==> config.mk <==
export PLATFORM = sky130hd
export DESIGN_NAME = ffl_ram
export DESIGN_NICKNAME = d
export VERILOG_FILES = /design/src/hdl/ffl_ram.sv
export SDC_FILE = /design/constraint.sdc
export NUM_CORES = 1
export LEC_CHECK = 0
export ABC_AREA = 0
export BUFFER_PORTS_ARGS = -buffer_cell sky130_fd_sc_hd__buf_2
export CORE_ASPECT_RATIO = 0.75
export CORE_UTILIZATION = 65
export DETAILED_ROUTE_END_ITERATION = 8
export GPL_TIMING_DRIVEN = 0
export PLACE_DENSITY = 0.95
export SYNTH_ARGS = -nofsm -noshare
export SYNTH_HDL_FRONTEND = slang
export SYNTH_SLANG_ARGS = --single-unit
==> constraint.sdc <==
create_clock -name clock -period 3.35 [get_ports clock]
set_clock_uncertainty 0.05 [all_clocks]
set_input_delay 0.5025 -clock clock [delete_from_list [all_inputs] [get_ports clock]]
set_output_delay 0.5025 -clock clock [all_outputs]
set_load 0.005 [all_outputs]
==> src/hdl/ffl_ram.sv <==
// Generic simple dual-port RAM: one write port, one read port, registered read.
// No dependencies.

module ffl_ram #(
   parameter int WIDTH = 8,
   parameter int DEPTH = 16
) (
   input  logic                     clock,
   input  logic                     wr_en,
   input  logic [$clog2(DEPTH)-1:0] wr_addr,
   input  logic [WIDTH-1:0]         wr_data,
   input  logic                     rd_en,
   input  logic [$clog2(DEPTH)-1:0] rd_addr,
   output logic [WIDTH-1:0]         rd_data
);

   logic [WIDTH-1:0] mem [DEPTH];

   always_ff @(posedge clock) begin
      if (wr_en) begin
         mem[wr_addr] <= wr_data;
      end
      if (rd_en) begin
         rd_data <= mem[rd_addr];
      end
   end

endmodule

==> flow_summary.json <==
{
  "worstPathCellList": "buf_2 > or3b_2 > nor3_1",
  "groute.usage.overall": 0.312,
  "worst_ep_required_time_ps": 3430,
  "num_antenna_cells": 0,
  "hold_path.class": "primary input to flip-flop",
  "tightestPinTransition_ps": 1380,
  "clkLatencyLatePin_ps": 530,
  "r2r_start": "mem[5][2]$_DFFE_PP_",
  "synth-seq-cells": 136,
  "power.density_nw_per_um2": 690,
  "dp.final_hpwl_mm": 6.45,
  "vias": 2664,
  "p_int_mw": 3.42,
  "grt_setup_unrepaired": "false",
  "leakage_power_nw": 2.08,
  "worst_slew_margin_relative_to_its_limit": 0.0742,
  "share_of_layout_cells_above_drive_strength_1": 0.297,
  "timing_max_transition_violations_final": 0,
  "min_period_over_period": 0.642,
  "wire_length_of_the_first_global_routing_pass_mm": 17.1,
  "critical-path-slowest-cell": "nor3_1",
  "hold_buffers": 0,
  "ff2ff_path_depth": 3,
  "firstDrtPassIters": 5,
  "path_clk_slew_ps": 60,
  "multi_input_comb_area_um2": 1060,
  "worstSetupEndpointType": "flip-flop",
  "pwr-share-seq": 0.455,
  "worst_case_hold_path_end_point": "rd_data[4]$_DFFE_PP_",
  "remaining_drc_errors": 0,
  "slowest_delay_ps": 1060,
  "max-cap-violations": 0,
  "cp_max_fo": 8,
  "full_die_area_um2": 8410,
  "core_area_um2": 7570,
  "sequential_cell_area_um2": 4080,
  "post_cts.resized_instances": 0,
  "cts_tree": "yes",
  "nets": 292,
  "cts_buffers": 17,
  "cts.sinks": 136,
  "fillerInstances": 330,
  "maxClockFrequency_mhz": 465,
  "post_cts_buffers": 0,
  "route.final.wire_length_mm": 11.6,
  "worst-setup-path-type": "primary input to flip-flop",
  "num_io_pins": 27,
  "grt_pass1_vias": 2646,
  "vdd_ir_drop_max_mv": 0.644,
  "post_synth_num_cell_types": 18,
  "netSwitchingPower_mw": 0.821,
  "dpl_ws_ps": 744,
  "cts_htree_levels": 4,
  "hold_depth": 1,
  "chipWidth_um": 106,
  "ff2ff_setup_slack_ps": 1710,
  "antenna_violations_before_repair": 0,
  "min_period_ps": 2150,
  "synthesis.instances": 229,
  "drt_iter0_drc": 388,
  "clk_path_buf_depth": 2,
  "route.antenna.remaining_nets": 0,
  "result_of_the_run": "completed",
  "report.final.hold_viol_count": 0,
  "comb_power_share": 0.044,
  "arrival_worst_endpoint_ps": 2230,
  "port_buffers": 25,
  "r2r_end": "rd_data[2]$_DFFE_PP_",
  "share_clk_of_total_power": 0.502,
  "gpl.final_weighted_congestion": 0.794,
  "power_switching_share": 0.193,
  "seq_area_frac_synth": 0.781,
  "syn_nets": 248,
  "initial_cell_density_of_the_core": 0.691,
  "grt_start_max_net_pins": 17,
  "rows": 27,
  "route.detailed.vias_per_inst": 6.88,
  "setup.worst_path.start_class": "primary input",
  "finalSetupViolCount": 0,
  "yosys_warnings": 0,
  "avgSynthCellArea_um2": 22.8,
  "synthesis.area_um2": 5230,
  "crit_family": "simple AND/OR/NAND/NOR gates",
  "die_height_um": 79.7,
  "fin_tns_setup_ps": 0,
  "clock-root-buffer": "clkbuf_8",
  "worstPathBufferInverterCount": 1,
  "mostFrequentLayoutCell": "edfxtp_1",
  "layout.cells.most_common_list": "edfxtp_1, buf_2, mux4_2",
  "postLayoutSetupSlackWorst_ps": 1200,
  "holdCritStartpoint": "rd_en",
  "syn2layout_area_growth_pct": 17.7,
  "gr-total-overflow": 0,
  "avgRoutedWirePerCell_um": 29.9
}
==> cells in the mapped netlist (all sizes together) <==
| master | count | area share |
|---|---|---|
| a22oi | 16 | 0.023 |
| and2 | 1 | 0.0012 |
| and2b | 1 | 0.0014 |
| buf | 7 | 0.011 |
| clkdlybuf4s25 | 3 | 0.0057 |
| edfxtp | 136 | 0.78 |
| mux4 | 32 | 0.15 |
| nand2 | 9 | 0.0065 |
| nand2b | 2 | 0.0024 |
| nand3 | 1 | 0.00096 |
| nand3b | 2 | 0.0029 |
| nor2 | 13 | 0.0093 |
| nor2b | 1 | 0.0012 |
| nor3 | 4 | 0.0038 |
| or3b | 1 | 0.0017 |
==> kinds of logic after synthesis <==
group,Yosys count,synth area share
AOI/OAI and AO/OA,16,0.0230
buffers and inverters,10,0.0165
DFF,136,0.781
muxes,32,0.148
and+or+nand+nor,35,0.0314
==> metal layers <==
layer / vias up / GRT usage / part of all wire
li1: 1067 / - / -
met1: 1366 / 0.441 / 0.40
met2: 207 / 0.482 / 0.48
met3: 24 / 0.0784 / 0.10
met4: 0 / 0.119 / 0.022
met5: - / 0 / 0
==> layout make-up <==
type                            instances  area share
Tap cell                              101      0.0205
Sequential cell                       136       0.664
Clock inverter                         13      0.0405
Multi-Input combinational cell         83       0.173
Buffer                                 10      0.0140
Timing Repair Buffer                   25      0.0203
Clock buffer                           19      0.0685
==> flip-flops by register name, summed over array words and instances, names as in the netlist <==
signal	count
mem	128
rd_data	8
==> worst max-delay path by stage <==
stage	start	endpoint	slack, ps	cells past startpoint
floorplan	wr_addr[2]	mem[0][0]$_DFFE_PP_	1300	2
global placement	wr_addr[2]	mem[0][7]$_DFFE_PP_	830	3
detailed placement	wr_addr[2]	mem[0][7]$_DFFE_PP_	740	3
CTS	wr_addr[2]	mem[0][3]$_DFFE_PP_	1270	3
global route	wr_addr[2]	mem[0][3]$_DFFE_PP_	1220	3
finish	wr_addr[2]	mem[0][3]$_DFFE_PP_	1200	3
==> worst register-to-register path, delay by kind of cell (launching register included) <==
kind / cells / cell delay, ps
DFF: 1 / 420
AOI/OAI and AO/OA: 1 / 220
and+or+nand+nor: 1 / 90
muxes: 1 / 630
==> power by group through the flow <==
| stage | registers [mW] | clock network (mW) | logic (mW) |
|---|---|---|---|
| floorplan | 1.96 | 0 | 0.0967 |
| global placement | 1.96 | 0 | 0.169 |
| detailed placement | 1.96 | 0 | 0.179 |
| CTS | 1.93 | 2.14 | 0.184 |
| global route | 1.93 | 2.21 | 0.195 |
| finish | 1.93 | 2.13 | 0.186 |
==> through the flow <==
step           instance area [µm²]  power [mW]  cells  utilization  hold WS, ps
4_1_cts                       6150        4.25    387        0.813          262
2_1_floorplan                 5230        2.06    229            -          551
5_1_grt                       6150        4.34    387        0.813          262
6_report                      6150        4.25    387        0.813          278
3_3_place_gp                  5480        2.13    355        0.724          684
3_5_place_dp                  5480        2.14    355        0.724          729
Power figures use the tool's default switching activity.
